--- config.mk ---
export PLATFORM = sky130hd
export DESIGN_NAME = cube_map_texel_address
export DESIGN_NICKNAME = d
export VERILOG_FILES = /design/src/hw/rtl/cmtx_pkg.sv /design/src/hw/rtl/cmtx_front.sv /design/src/hw/rtl/cmtx_cell.sv /design/src/hw/rtl/cmtx_back.sv /design/src/hw/rtl/cube_map_texel_address.sv
export SDC_FILE = /design/constraint.sdc
export NUM_CORES = 2
export LEC_CHECK = 0
export ABC_AREA = 1
export BUFFER_PORTS_ARGS = -buffer_cell sky130_fd_sc_hd__buf_2
export CORE_AREA = 10 10 552 446
export CTS_BUF_LIST = sky130_fd_sc_hd__clkbuf_8
export DETAILED_ROUTE_END_ITERATION = 16
export DIE_AREA = 0 0 562 456
export PLACE_DENSITY = 0.47
export SLEW_MARGIN = 30
export SYNTH_ARGS = -nofsm -noshare
export SYNTH_HDL_FRONTEND = slang
export SYNTH_SLANG_ARGS = --single-unit
--- constraint.sdc ---
create_clock -name clock -period 13.2 [get_ports clock]
set_input_delay 1.32 -clock clock [delete_from_list [all_inputs] [get_ports clock]]
set_output_delay 1.32 -clock clock [all_outputs]
set_load 0.02 [all_outputs]
--- src/hw/rtl/cmtx_pkg.sv ---
// ----------------------------------------------------------------------------
// cmtx_pkg: shared constants and types for the cube map texel address unit
// register codes, face codes, field widths and the sideband struct that
// travels down the divider chain
// ----------------------------------------------------------------------------
package cmtx_pkg;

   // default build limits
   localparam int CMTX_MAX_FACE_SIZE = 4096;
   localparam int CMTX_DIR_BITS      = 16;

   // fixed field widths
   localparam int CMTX_FACE_BITS    = 3;
   localparam int CMTX_TEXEL_BITS   = 12;
   localparam int CMTX_INDEX_BITS   = 24;
   localparam int CMTX_SIZE_BITS    = 13;
   localparam int CMTX_PRESENT_BITS = 6;
   localparam int CMTX_CSR_IDX_BITS = 2;

   // register indexes
   localparam logic [CMTX_CSR_IDX_BITS-1:0] CSR_FACE_WIDTH   = 2'd0;
   localparam logic [CMTX_CSR_IDX_BITS-1:0] CSR_FACE_HEIGHT  = 2'd1;
   localparam logic [CMTX_CSR_IDX_BITS-1:0] CSR_FACE_PRESENT = 2'd2;

   // register reset values
   localparam logic [CMTX_SIZE_BITS-1:0]    FACE_SIZE_RESET    = 13'd512;
   localparam logic [CMTX_PRESENT_BITS-1:0] FACE_PRESENT_RESET = 6'h3f;

   // face codes
   localparam logic [CMTX_FACE_BITS-1:0] FACE_RIGHT  = 3'd0;
   localparam logic [CMTX_FACE_BITS-1:0] FACE_LEFT   = 3'd1;
   localparam logic [CMTX_FACE_BITS-1:0] FACE_TOP    = 3'd2;
   localparam logic [CMTX_FACE_BITS-1:0] FACE_BOTTOM = 3'd3;
   localparam logic [CMTX_FACE_BITS-1:0] FACE_FRONT  = 3'd4;
   localparam logic [CMTX_FACE_BITS-1:0] FACE_BACK   = 3'd5;

   // per-word sideband carried alongside the divider lanes
   typedef struct packed {
      logic [CMTX_FACE_BITS-1:0] face;
      logic                      missing;
      logic                      zero_dir;
   } cmtx_side_type;

endpackage

--- src/hw/rtl/cmtx_front.sv ---
// ----------------------------------------------------------------------------
// cmtx_front: face select and numerator build
// stage a picks the major axis and face, stage b forms (size-1)*(a+n)+a
// ----------------------------------------------------------------------------
module cmtx_front
   import cmtx_pkg::*;
#(
   parameter int DIR_BITS      = CMTX_DIR_BITS,
   parameter int MAX_FACE_SIZE = CMTX_MAX_FACE_SIZE
) (
   input  logic                                  clock,
   input  logic                                  reset,
   input  logic                                  in_valid,
   input  logic signed [DIR_BITS-1:0]            dir_x,
   input  logic signed [DIR_BITS-1:0]            dir_y,
   input  logic signed [DIR_BITS-1:0]            dir_z,
   input  logic [CMTX_PRESENT_BITS-1:0]          face_present,
   input  logic [$clog2(MAX_FACE_SIZE)-1:0]      span_w,
   input  logic [$clog2(MAX_FACE_SIZE)-1:0]      span_h,
   output logic                                  out_valid,
   output cmtx_side_type                         out_side,
   output logic [DIR_BITS:0]                     out_divisor,
   output logic [$clog2(MAX_FACE_SIZE)+DIR_BITS+1:0] out_num_u,
   output logic [$clog2(MAX_FACE_SIZE)+DIR_BITS+1:0] out_num_v
);

   localparam int SB = $clog2(MAX_FACE_SIZE);
   localparam int NB = SB + DIR_BITS + 2;
   localparam int XB = DIR_BITS + 2;

   logic signed [XB-1:0]        xe, ye, ze, nu, nv, ae, su_full, sv_full;
   logic [DIR_BITS-1:0]         ax, ay, az, a_sel;
   logic [CMTX_FACE_BITS-1:0]   face_sel;
   logic                        pos_x, pos_y, pos_z;

   // stage a registers
   logic                        a_valid_ff;
   cmtx_side_type               a_side_ff, a_side_in;
   logic [DIR_BITS-1:0]         a_mag_ff;
   logic [DIR_BITS:0]           a_su_ff, a_sv_ff;

   // stage b registers
   logic                        b_valid_ff;
   cmtx_side_type               b_side_ff;
   logic [DIR_BITS:0]           b_div_ff;
   logic [NB-1:0]               b_num_u_ff, b_num_v_ff, b_num_u_in, b_num_v_in;

   always_comb begin
      xe = {{2{dir_x[DIR_BITS-1]}}, dir_x};
      ye = {{2{dir_y[DIR_BITS-1]}}, dir_y};
      ze = {{2{dir_z[DIR_BITS-1]}}, dir_z};
      ax = dir_x[DIR_BITS-1] ? DIR_BITS'(~dir_x) + DIR_BITS'(1) : dir_x;
      ay = dir_y[DIR_BITS-1] ? DIR_BITS'(~dir_y) + DIR_BITS'(1) : dir_y;
      az = dir_z[DIR_BITS-1] ? DIR_BITS'(~dir_z) + DIR_BITS'(1) : dir_z;
      // zero counts as negative
      pos_x = !dir_x[DIR_BITS-1] && (dir_x != '0);
      pos_y = !dir_y[DIR_BITS-1] && (dir_y != '0);
      pos_z = !dir_z[DIR_BITS-1] && (dir_z != '0);

      if (ax >= ay && ax >= az) begin
         a_sel = ax;
         if (pos_x) begin
            face_sel = FACE_RIGHT;
            nu       = -ze;
            nv       = -ye;
         end else begin
            face_sel = FACE_LEFT;
            nu       = ze;
            nv       = -ye;
         end
      end else if (ay >= az) begin
         a_sel = ay;
         if (pos_y) begin
            face_sel = FACE_TOP;
            nu       = xe;
            nv       = ze;
         end else begin
            face_sel = FACE_BOTTOM;
            nu       = xe;
            nv       = -ze;
         end
      end else begin
         a_sel = az;
         if (pos_z) begin
            face_sel = FACE_FRONT;
            nu       = xe;
            nv       = -ye;
         end else begin
            face_sel = FACE_BACK;
            nu       = -xe;
            nv       = -ye;
         end
      end

      ae      = {2'b00, a_sel};
      su_full = ae + nu;
      sv_full = ae + nv;

      a_side_in.face     = face_sel;
      a_side_in.missing  = !face_present[face_sel];
      a_side_in.zero_dir = (a_sel == '0);
   end

   always_ff @(posedge clock) begin
      if (reset) begin
         a_valid_ff <= 1'b0;
      end else begin
         a_valid_ff <= in_valid;
      end
      a_side_ff <= a_side_in;
      a_mag_ff  <= a_sel;
      a_su_ff   <= su_full[DIR_BITS:0];
      a_sv_ff   <= sv_full[DIR_BITS:0];
   end

   // numerators: (size-1)*(a+n) + a
   always_comb begin
      b_num_u_in = NB'(span_w) * NB'(a_su_ff) + NB'(a_mag_ff);
      b_num_v_in = NB'(span_h) * NB'(a_sv_ff) + NB'(a_mag_ff);
   end

   always_ff @(posedge clock) begin
      if (reset) begin
         b_valid_ff <= 1'b0;
      end else begin
         b_valid_ff <= a_valid_ff;
      end
      b_side_ff  <= a_side_ff;
      b_div_ff   <= {a_mag_ff, 1'b0};
      b_num_u_ff <= b_num_u_in;
      b_num_v_ff <= b_num_v_in;
   end

   assign out_valid   = b_valid_ff;
   assign out_side    = b_side_ff;
   assign out_divisor = b_div_ff;
   assign out_num_u   = b_num_u_ff;
   assign out_num_v   = b_num_v_ff;

endmodule

--- src/hw/rtl/cmtx_cell.sv ---
// ----------------------------------------------------------------------------
// cmtx_cell: one restoring divide step for both coordinate lanes
// resolves quotient bit BIT_POS and hands the word to the next cell
// ----------------------------------------------------------------------------
module cmtx_cell
   import cmtx_pkg::*;
#(
   parameter int DIR_BITS      = CMTX_DIR_BITS,
   parameter int MAX_FACE_SIZE = CMTX_MAX_FACE_SIZE,
   parameter int BIT_POS       = 0
) (
   input  logic                                      clock,
   input  logic                                      reset,
   input  logic                                      in_valid,
   input  cmtx_side_type                             in_side,
   input  logic [DIR_BITS:0]                         in_divisor,
   input  logic [$clog2(MAX_FACE_SIZE)+DIR_BITS+1:0] in_rem_u,
   input  logic [$clog2(MAX_FACE_SIZE)+DIR_BITS+1:0] in_rem_v,
   input  logic [$clog2(MAX_FACE_SIZE)-1:0]          in_quo_u,
   input  logic [$clog2(MAX_FACE_SIZE)-1:0]          in_quo_v,
   output logic                                      out_valid,
   output cmtx_side_type                             out_side,
   output logic [DIR_BITS:0]                         out_divisor,
   output logic [$clog2(MAX_FACE_SIZE)+DIR_BITS+1:0] out_rem_u,
   output logic [$clog2(MAX_FACE_SIZE)+DIR_BITS+1:0] out_rem_v,
   output logic [$clog2(MAX_FACE_SIZE)-1:0]          out_quo_u,
   output logic [$clog2(MAX_FACE_SIZE)-1:0]          out_quo_v
);

   localparam int QB = $clog2(MAX_FACE_SIZE);
   localparam int NB = QB + DIR_BITS + 2;

   logic [NB-1:0]    shifted;
   logic [NB-1:0]    rem_u_in, rem_v_in;
   logic [QB-1:0]    quo_u_in, quo_v_in;
   logic             valid_ff;
   cmtx_side_type    side_ff;
   logic [DIR_BITS:0] div_ff;
   logic [NB-1:0]    rem_u_ff, rem_v_ff;
   logic [QB-1:0]    quo_u_ff, quo_v_ff;

   always_comb begin
      shifted  = NB'(in_divisor) << BIT_POS;
      rem_u_in = in_rem_u;
      rem_v_in = in_rem_v;
      quo_u_in = in_quo_u;
      quo_v_in = in_quo_v;
      if (in_rem_u >= shifted) begin
         rem_u_in          = in_rem_u - shifted;
         quo_u_in[BIT_POS] = 1'b1;
      end
      if (in_rem_v >= shifted) begin
         rem_v_in          = in_rem_v - shifted;
         quo_v_in[BIT_POS] = 1'b1;
      end
   end

   always_ff @(posedge clock) begin
      if (reset) begin
         valid_ff <= 1'b0;
      end else begin
         valid_ff <= in_valid;
      end
      side_ff  <= in_side;
      div_ff   <= in_divisor;
      rem_u_ff <= rem_u_in;
      rem_v_ff <= rem_v_in;
      quo_u_ff <= quo_u_in;
      quo_v_ff <= quo_v_in;
   end

   assign out_valid   = valid_ff;
   assign out_side    = side_ff;
   assign out_divisor = div_ff;
   assign out_rem_u   = rem_u_ff;
   assign out_rem_v   = rem_v_ff;
   assign out_quo_u   = quo_u_ff;
   assign out_quo_v   = quo_v_ff;

endmodule

--- src/hw/rtl/cmtx_back.sv ---
// ----------------------------------------------------------------------------
// cmtx_back: coordinate finish and texel index
// applies clamp, zero-vector centre and missing-face zeroing, then row*width+col
// ----------------------------------------------------------------------------
module cmtx_back
   import cmtx_pkg::*;
#(
   parameter int MAX_FACE_SIZE = CMTX_MAX_FACE_SIZE
) (
   input  logic                                  clock,
   input  logic                                  reset,
   input  logic                                  in_valid,
   input  cmtx_side_type                         in_side,
   input  logic [$clog2(MAX_FACE_SIZE)-1:0]      in_quo_u,
   input  logic [$clog2(MAX_FACE_SIZE)-1:0]      in_quo_v,
   input  logic [$clog2(MAX_FACE_SIZE)-1:0]      span_w,
   input  logic [$clog2(MAX_FACE_SIZE)-1:0]      span_h,
   input  logic [$clog2(MAX_FACE_SIZE+1)-1:0]    size_w,
   input  logic [$clog2(MAX_FACE_SIZE+1)-1:0]    size_h,
   output logic                                  out_strobe,
   output logic [CMTX_FACE_BITS-1:0]             out_face,
   output logic [CMTX_TEXEL_BITS-1:0]            out_texel_x,
   output logic [CMTX_TEXEL_BITS-1:0]            out_texel_y,
   output logic [CMTX_INDEX_BITS-1:0]            out_texel_index,
   output logic                                  out_face_missing
);

   localparam int QB = $clog2(MAX_FACE_SIZE);
   localparam int EB = $clog2(MAX_FACE_SIZE + 1);

   logic [QB-1:0]     tx_in, ty_in;
   logic              f_valid_ff;
   cmtx_side_type     f_side_ff;
   logic [QB-1:0]     f_tx_ff, f_ty_ff;

   logic [QB+EB-1:0]  row_base;
   logic [CMTX_INDEX_BITS-1:0] index_in;

   logic                        o_strobe_ff;
   logic [CMTX_FACE_BITS-1:0]   o_face_ff;
   logic [CMTX_TEXEL_BITS-1:0]  o_tx_ff, o_ty_ff;
   logic [CMTX_INDEX_BITS-1:0]  o_index_ff;
   logic                        o_missing_ff;

   always_comb begin
      if (in_side.missing) begin
         tx_in = '0;
         ty_in = '0;
      end else if (in_side.zero_dir) begin
         // centre of the face
         tx_in = QB'(size_w >> 1);
         ty_in = QB'(size_h >> 1);
      end else begin
         tx_in = (in_quo_u > span_w) ? span_w : in_quo_u;
         ty_in = (in_quo_v > span_h) ? span_h : in_quo_v;
      end
   end

   always_ff @(posedge clock) begin
      if (reset) begin
         f_valid_ff <= 1'b0;
      end else begin
         f_valid_ff <= in_valid;
      end
      f_side_ff <= in_side;
      f_tx_ff   <= tx_in;
      f_ty_ff   <= ty_in;
   end

   always_comb begin
      row_base = (QB+EB)'(f_ty_ff) * (QB+EB)'(size_w);
      index_in = CMTX_INDEX_BITS'(row_base) + CMTX_INDEX_BITS'(f_tx_ff);
   end

   always_ff @(posedge clock) begin
      if (reset) begin
         o_strobe_ff <= 1'b0;
      end else begin
         o_strobe_ff <= f_valid_ff;
      end
      o_face_ff    <= f_side_ff.face;
      o_missing_ff <= f_side_ff.missing;
      o_tx_ff      <= CMTX_TEXEL_BITS'(f_tx_ff);
      o_ty_ff      <= CMTX_TEXEL_BITS'(f_ty_ff);
      o_index_ff   <= index_in;
   end

   assign out_strobe       = o_strobe_ff;
   assign out_face         = o_face_ff;
   assign out_texel_x      = o_tx_ff;
   assign out_texel_y      = o_ty_ff;
   assign out_texel_index  = o_index_ff;
   assign out_face_missing = o_missing_ff;

endmodule

--- src/hw/rtl/cube_map_texel_address.sv ---
// ----------------------------------------------------------------------------
// cube_map_texel_address: direction vector to cube face texel address
// path from start to rsp_strobe: front stages a and b, the divider cells, back stages f and o
// throughput: one word per cycle outside reset, set by the one-bit-per-cell divider chain
// reset: clears every stage valid bit and restores the size and present registers
// results are shown for one cycle under rsp_strobe; the receiver cannot stall
// ----------------------------------------------------------------------------
module cube_map_texel_address
   import cmtx_pkg::*;
#(
   parameter int MAX_FACE_SIZE = CMTX_MAX_FACE_SIZE,
   parameter int DIR_BITS      = CMTX_DIR_BITS
) (
   input  logic                             clock,
   input  logic                             reset,
   // request channel
   input  logic                             start,
   output logic                             busy,
   input  logic signed [DIR_BITS-1:0]       req_dir_x,
   input  logic signed [DIR_BITS-1:0]       req_dir_y,
   input  logic signed [DIR_BITS-1:0]       req_dir_z,
   // response channel
   output logic                             rsp_strobe,
   output logic [CMTX_FACE_BITS-1:0]        rsp_face,
   output logic [CMTX_TEXEL_BITS-1:0]       rsp_texel_x,
   output logic [CMTX_TEXEL_BITS-1:0]       rsp_texel_y,
   output logic [CMTX_INDEX_BITS-1:0]       rsp_texel_index,
   output logic                             rsp_face_missing,
   // register write port
   input  logic                             csr_we,
   input  logic [CMTX_CSR_IDX_BITS-1:0]     csr_index,
   input  logic [CMTX_SIZE_BITS-1:0]        csr_wdata
);

   localparam int QB = $clog2(MAX_FACE_SIZE);         // quotient bits, one cell each
   localparam int EB = $clog2(MAX_FACE_SIZE + 1);     // effective size bits
   localparam int NB = QB + DIR_BITS + 2;             // numerator / remainder bits

   // configuration registers
   logic [CMTX_SIZE_BITS-1:0]    face_width_ff, face_height_ff;
   logic [CMTX_PRESENT_BITS-1:0] face_present_ff;

   // effective sizes and size-1 spans
   logic [EB-1:0] size_w, size_h;
   logic [QB-1:0] span_w, span_h;

   // divider chain links, entry i feeds cell i
   logic                 link_valid [QB+1];
   cmtx_side_type        link_side  [QB+1];
   logic [DIR_BITS:0]    link_div   [QB+1];
   logic [NB-1:0]        link_rem_u [QB+1];
   logic [NB-1:0]        link_rem_v [QB+1];
   logic [QB-1:0]        link_quo_u [QB+1];
   logic [QB-1:0]        link_quo_v [QB+1];

   // no internal backpressure: a word is taken every cycle outside reset
   assign busy = reset;

   // register writes, unknown indexes are dropped
   always_ff @(posedge clock) begin
      if (reset) begin
         face_width_ff   <= FACE_SIZE_RESET;
         face_height_ff  <= FACE_SIZE_RESET;
         face_present_ff <= FACE_PRESENT_RESET;
      end else if (csr_we) begin
         case (csr_index)
            CSR_FACE_WIDTH: begin
               face_width_ff <= csr_wdata;
            end
            CSR_FACE_HEIGHT: begin
               face_height_ff <= csr_wdata;
            end
            CSR_FACE_PRESENT: begin
               face_present_ff <= csr_wdata[CMTX_PRESENT_BITS-1:0];
            end
            default: begin
            end
         endcase
      end
   end

   // zero size acts as 1, oversize saturates to the build limit
   always_comb begin
      if (face_width_ff == '0) begin
         size_w = EB'(1);
      end else if (32'(face_width_ff) > MAX_FACE_SIZE) begin
         size_w = EB'(MAX_FACE_SIZE);
      end else begin
         size_w = EB'(face_width_ff);
      end
      if (face_height_ff == '0) begin
         size_h = EB'(1);
      end else if (32'(face_height_ff) > MAX_FACE_SIZE) begin
         size_h = EB'(MAX_FACE_SIZE);
      end else begin
         size_h = EB'(face_height_ff);
      end
      span_w = QB'(size_w - EB'(1));
      span_h = QB'(size_h - EB'(1));
   end

   // face select, projection and numerator multiply
   cmtx_front #(
      .DIR_BITS      (DIR_BITS),
      .MAX_FACE_SIZE (MAX_FACE_SIZE)
   ) u_front (
      .clock        (clock),
      .reset        (reset),
      .in_valid     (start && !busy),
      .dir_x        (req_dir_x),
      .dir_y        (req_dir_y),
      .dir_z        (req_dir_z),
      .face_present (face_present_ff),
      .span_w       (span_w),
      .span_h       (span_h),
      .out_valid    (link_valid[0]),
      .out_side     (link_side[0]),
      .out_divisor  (link_div[0]),
      .out_num_u    (link_rem_u[0]),
      .out_num_v    (link_rem_v[0])
   );

   // quotient starts empty, bits fill in from the top down the chain
   assign link_quo_u[0] = '0;
   assign link_quo_v[0] = '0;

   // divider chain: cell i settles quotient bit QB-1-i against 2a
   for (genvar i = 0; i < QB; i++) begin : g_cell
      cmtx_cell #(
         .DIR_BITS      (DIR_BITS),
         .MAX_FACE_SIZE (MAX_FACE_SIZE),
         .BIT_POS       (QB - 1 - i)
      ) u_cell (
         .clock       (clock),
         .reset       (reset),
         .in_valid    (link_valid[i]),
         .in_side     (link_side[i]),
         .in_divisor  (link_div[i]),
         .in_rem_u    (link_rem_u[i]),
         .in_rem_v    (link_rem_v[i]),
         .in_quo_u    (link_quo_u[i]),
         .in_quo_v    (link_quo_v[i]),
         .out_valid   (link_valid[i+1]),
         .out_side    (link_side[i+1]),
         .out_divisor (link_div[i+1]),
         .out_rem_u   (link_rem_u[i+1]),
         .out_rem_v   (link_rem_v[i+1]),
         .out_quo_u   (link_quo_u[i+1]),
         .out_quo_v   (link_quo_v[i+1])
      );
   end

   // finish coordinates, form the row-major index and drive the response word
   cmtx_back #(
      .MAX_FACE_SIZE (MAX_FACE_SIZE)
   ) u_back (
      .clock            (clock),
      .reset            (reset),
      .in_valid         (link_valid[QB]),
      .in_side          (link_side[QB]),
      .in_quo_u         (link_quo_u[QB]),
      .in_quo_v         (link_quo_v[QB]),
      .span_w           (span_w),
      .span_h           (span_h),
      .size_w           (size_w),
      .size_h           (size_h),
      .out_strobe       (rsp_strobe),
      .out_face         (rsp_face),
      .out_texel_x      (rsp_texel_x),
      .out_texel_y      (rsp_texel_y),
      .out_texel_index  (rsp_texel_index),
      .out_face_missing (rsp_face_missing)
   );

   // final remainders and divisor are not needed past the chain
   logic unused_tail;
   assign unused_tail = ^{link_div[QB], link_rem_u[QB], link_rem_v[QB]};

endmodule

==> results by stage <==
Route:
- The initial DRC count is around 4.7k.
- The final antenna-violating net count is 0.
- The detailed-route wire length is approximately 280000 µm.
- Across all layers, the routed design uses just under 70k vias.
- The routed length per instance is around 20 µm.
- The average via count per standard cell is slightly below 5.
- In the routed design, unresolved DRC markers number 0.
- The pre-antenna-repair detailed-routing pass consisted of 6 iterations.

Clock network:
- The clock edge transition at the registers on the reported setup and hold paths is approximately 0.08 ns.
- In this run, post-CTS hold repair placed 0 buffers.
- The sink count of the clock tree is 1316.
- Post-CTS timing repair inserted 0 buffers for setup.
- TritonCTS built the clock tree.
- The cell chosen for the clock root is sky130_fd_sc_hd__clkbuf_8.
- The clock latency of the later-clocked register in the worst-skew pair is 1.00 ns.
- The worst-case clock buffer depth is 4.
- The number of CTS-inserted buffers is about 220.
- The post-cts repair resize count is 0.
- The H-tree generated during clock tree synthesis spans 4 levels.

Critical path:
- The worst setup slack for register-to-register paths is roughly 5.1 ns.
- The largest single stage delay on the critical path is ~0.82 ns.
- At the worst endpoint, the arrival time is ~9 ns.
- The startpoint kind of the worst setup timing path is a flop.
- The capturing instance or port of the critical path is u_front.out_num_u[26].
- In this run the worst path has a maximum fanout of 29.
- Tracing the worst setup path back leads to its startpoint at face_width_ff[12].
- The startpoint identified for the worst register-to-register timing path is face_width_ff[12].
- The largest individual stage delay along the critical path comes from the cell sky130_fd_sc_hd__dfxtp_1.
- The cell seen most often among critical-path stages is sky130_fd_sc_hd__nand2_1.
- Measured in cells, the most critical reg-to-reg path has a length of 26.
- Counting both buffers and inverters, the worst setup path holds a total of 5.
- At the worst endpoint, the required time is approximately 14 ns.
- The sort of element at the end of the critical path is a flop.
- The critical path is of the flop to flop type.
- Broken down by cell family, the worst path's largest delay share belongs to adder cells.
- The endpoint identified for the worst register-to-register timing path is u_front.out_num_u[26].
- The logic depth of the worst setup path including buffers is 26.

Run status:
- The flow ran to the end, and the final reports show no timing, DRC or antenna violations.

Floorplan:
- In this run the horizontal extent of the chip is around 560 µm.
- In this run the core area contains between 150 and 200 standard-cell rows.
- The initial utilization of the core area, before any placement, comes to about a third.
- The number of ports placed on the die boundary is about 120.
- The core region is 234000 µm².
- The die height is ~460 µm.
- The die covers between 200000 and 300000 µm².

Yosys:
- The synthesized netlist devotes around 20% of its cell area to simple gates.
- The synthesized-area fraction occupied by ao, oa, aoi and oai cells is 11.4%.
- The share of flip-flops with an asynchronous set or reset is 0%.
- For this run, the leading register cell type out of synthesis is sky130_fd_sc_hd__dfxtp_1.
- The yosys synthesis warning count is 0.
- Of the total synthesized cell area, the portion taken by XOR and XNOR cells is about 5.1%.
- By area, the combinational part of the netlist is dominated by adder cells.
- The sequential area share after synthesis is roughly a third.
- The total nets after synthesis is approximately 12k.
- The share of synthesized cell area in full adder, half adder and majority cells is 22.7%.
- The number of different library cells in the post-synthesis netlist is 67.
- Synthesis produced a netlist whose cell count is approximately 10k.
- Measured against the total synthesized area, the mux share comes to less than 1%.
- The mapped cell area is approximately 82000 µm².
- The number of enable-type register cells in the synthesized netlist is 0.
- The synthesized area per cell is between 7 and 8 µm².
- Synthesis inferred roughly 1.3k register bits.

Global routing:
- The overall global routing resource usage is 21.2%.
- The number of global-route vias before repair is roughly 68k.
- The initial antenna violation count is 11.
- The largest net degree at the start of global routing is 41.
- The aggregate global routing overflow is 0.
- The first global-routing pass estimated around 420000 µm of wire.

STA:
- Headroom to the max-slew limit came out at a little over a third.
- The final setup TNS is 0 ns.
- Between clock sinks in the finished design, the worst skew comes to around 0.13 ns.
- Setup repair after global routing left no endpoint under its margin.
- The setup-violating endpoint count in the final report is 0.
- The smallest clock period supported by the final layout is computed as 8.12 ns.
- The measured slew at the worst slew-check pin is 0.965 ns.
- The final hold violation count is 0.
- The final count of pins violating max slew is 0.
- Dividing the final minimum period by the clock period gives 61.5%.
- For this run, the top clock speed supported by timing is about 0.12 GHz.

Min path:
- The path category of the worst min-delay check is flop to flop.
- Along the worst hold path, the cell count comes to 0.

Place:
- The weighted congestion reported at the end of routability-driven placement is roughly 0.94.
- Detailed placement finished with a half-perimeter wire length of about 240000 µm.
- The count of buffers inserted at the top-level ports is 120.

Cells and area:
- The top cell types in the final layout, fill and taps aside, are sky130_fd_sc_hd__nand2_1 (2221), sky130_fd_sc_hd__inv_1 (1612), sky130_fd_sc_hd__dfxtp_1 (1316), sky130_fd_sc_hd__nor2_1 (950), sky130_fd_sc_hd__ha_1 (723).
- The most frequent standard cell in the layout excluding fill and tap cells is sky130_fd_sc_hd__nand2_1.
- The post-route netlist has approximately 5.9% of its cells at a drive strength greater than 1.
- The layout has between 20k and 25k filler cells.
- For this run, the share of the core covered by cells in the final layout is around two fifths.
- From synthesis to final layout, the design area changed by 10.2%.
- For this run, the post-layout net count is roughly 12k.

Run:
- Across the run, the number of max-cap violations was 0.
## how the worst min path moves through the flow
stage / endpoint / start / slack [ns]
floorplan: g_cell[0].u_cell.out_side[0] / u_front.out_side[0] / 0.31
global placement: g_cell[10].u_cell.out_quo_v[10] / g_cell[9].u_cell.out_quo_v[10] / 0.31
detailed placement: g_cell[7].u_cell.out_side[4] / g_cell[6].u_cell.out_side[4] / 0.31
CTS: u_back.out_face[2] / u_back.f_side_ff[4] / 0.25
global route: u_back.out_face[2] / u_back.f_side_ff[4] / 0.29
finish: u_back.out_face[2] / u_back.f_side_ff[4] / 0.26
## through the flow
stage | hold WS, ns | setup slack (ns) | instances | cell area, µm²
after floorplan | 0.310 | 6.81 | 10422 | 81700
after global placement | 0.310 | 5.22 | 13517 | 85400
after detailed placement | 0.312 | 5.11 | 13517 | 85500
after CTS | 0.250 | 5.12 | 13891 | 90000
after global routing | 0.287 | 4.60 | 13893 | 90000
final | 0.260 | 5.08 | 13899 | 90000
## layout make-up
class                   count  area (µm²)  share of cell area [%]
inverters                1594        5980                    6.65
flip-flops and latches   1316       26300                    29.3
well taps                3139        3930                    4.36
repair buffers            143         773                   0.859
clock buffers             258        3550                    3.94
multi-input cells        7325       48400                    53.8
diodes                      8        20.0                  0.0222
clock inverters           116         990                    1.10
## synthesized netlist by cell type (108+ instances only)
master / n / area, µm²
sky130_fd_sc_hd__nand4_1: 108 / 676
sky130_fd_sc_hd__fa_1: 476 / 9530
sky130_fd_sc_hd__nand2_1: 2221 / 8340
sky130_fd_sc_hd__xor2_1: 242 / 2120
sky130_fd_sc_hd__nor2_1: 953 / 3580
sky130_fd_sc_hd__a21oi_1: 655 / 3280
sky130_fd_sc_hd__o21ai_0: 699 / 3500
sky130_fd_sc_hd__dfxtp_1: 1316 / 26300
sky130_fd_sc_hd__xnor2_1: 232 / 2030
sky130_fd_sc_hd__nand3_1: 359 / 1800
sky130_fd_sc_hd__inv_1: 1560 / 5860
sky130_fd_sc_hd__ha_1: 723 / 9050
## routing by layer
| metal | wire, µm | vias up | track usage [%] |
|---|---|---|---|
| li1 | - | 33737 | - |
| met1 | 127000 | 32303 | 28.2 |
| met2 | 134000 | 1721 | 36.3 |
| met3 | 12600 | 356 | 2.74 |
| met4 | 8170 | 4 | 5.48 |
| met5 | 30 | - | 0 |
## state kept, by name, indices dropped and copies added, names as in the netlist, 4 cells and up
signal / count
u_front.a_side_ff: 5
u_front.out_side: 5
u_back.f_side_ff: 4
face_present_ff: 6
u_back.out_texel_y: 12
u_front.a_sv_ff: 17
u_front.a_su_ff: 17
g_cell.u_cell.out_side: 60
u_back.f_tx_ff: 12
u_front.out_num_v: 30
u_front.a_mag_ff: 16
u_front.out_num_u: 30
face_height_ff: 13
g_cell.u_cell.out_divisor: 176
u_back.out_texel_x: 12
u_back.out_texel_index: 24
g_cell.u_cell.out_quo_u: 78
u_back.f_ty_ff: 12
g_cell.u_cell.out_valid: 12
g_cell.u_cell.out_rem_u: 330
face_width_ff: 13
g_cell.u_cell.out_quo_v: 78
g_cell.u_cell.out_rem_v: 330
u_front.out_divisor: 16
## kinds of logic after synthesis
| kind of cell | after synthesis |
|---|---|
| buffers and inverters | 1781 |
| AO/OA/AOI/OAI | 1692 |
| AND/OR/NAND/NOR | 3959 |
| XOR/XNOR | 474 |
| flip-flops | 1316 |
| adder cells (fa/ha/maj) | 1199 |
| multiplexers | 1 |
Power is left out: the tool's default activity adds up to more than one toggle a clock period on the data nets, which glitch-free logic cannot reach.
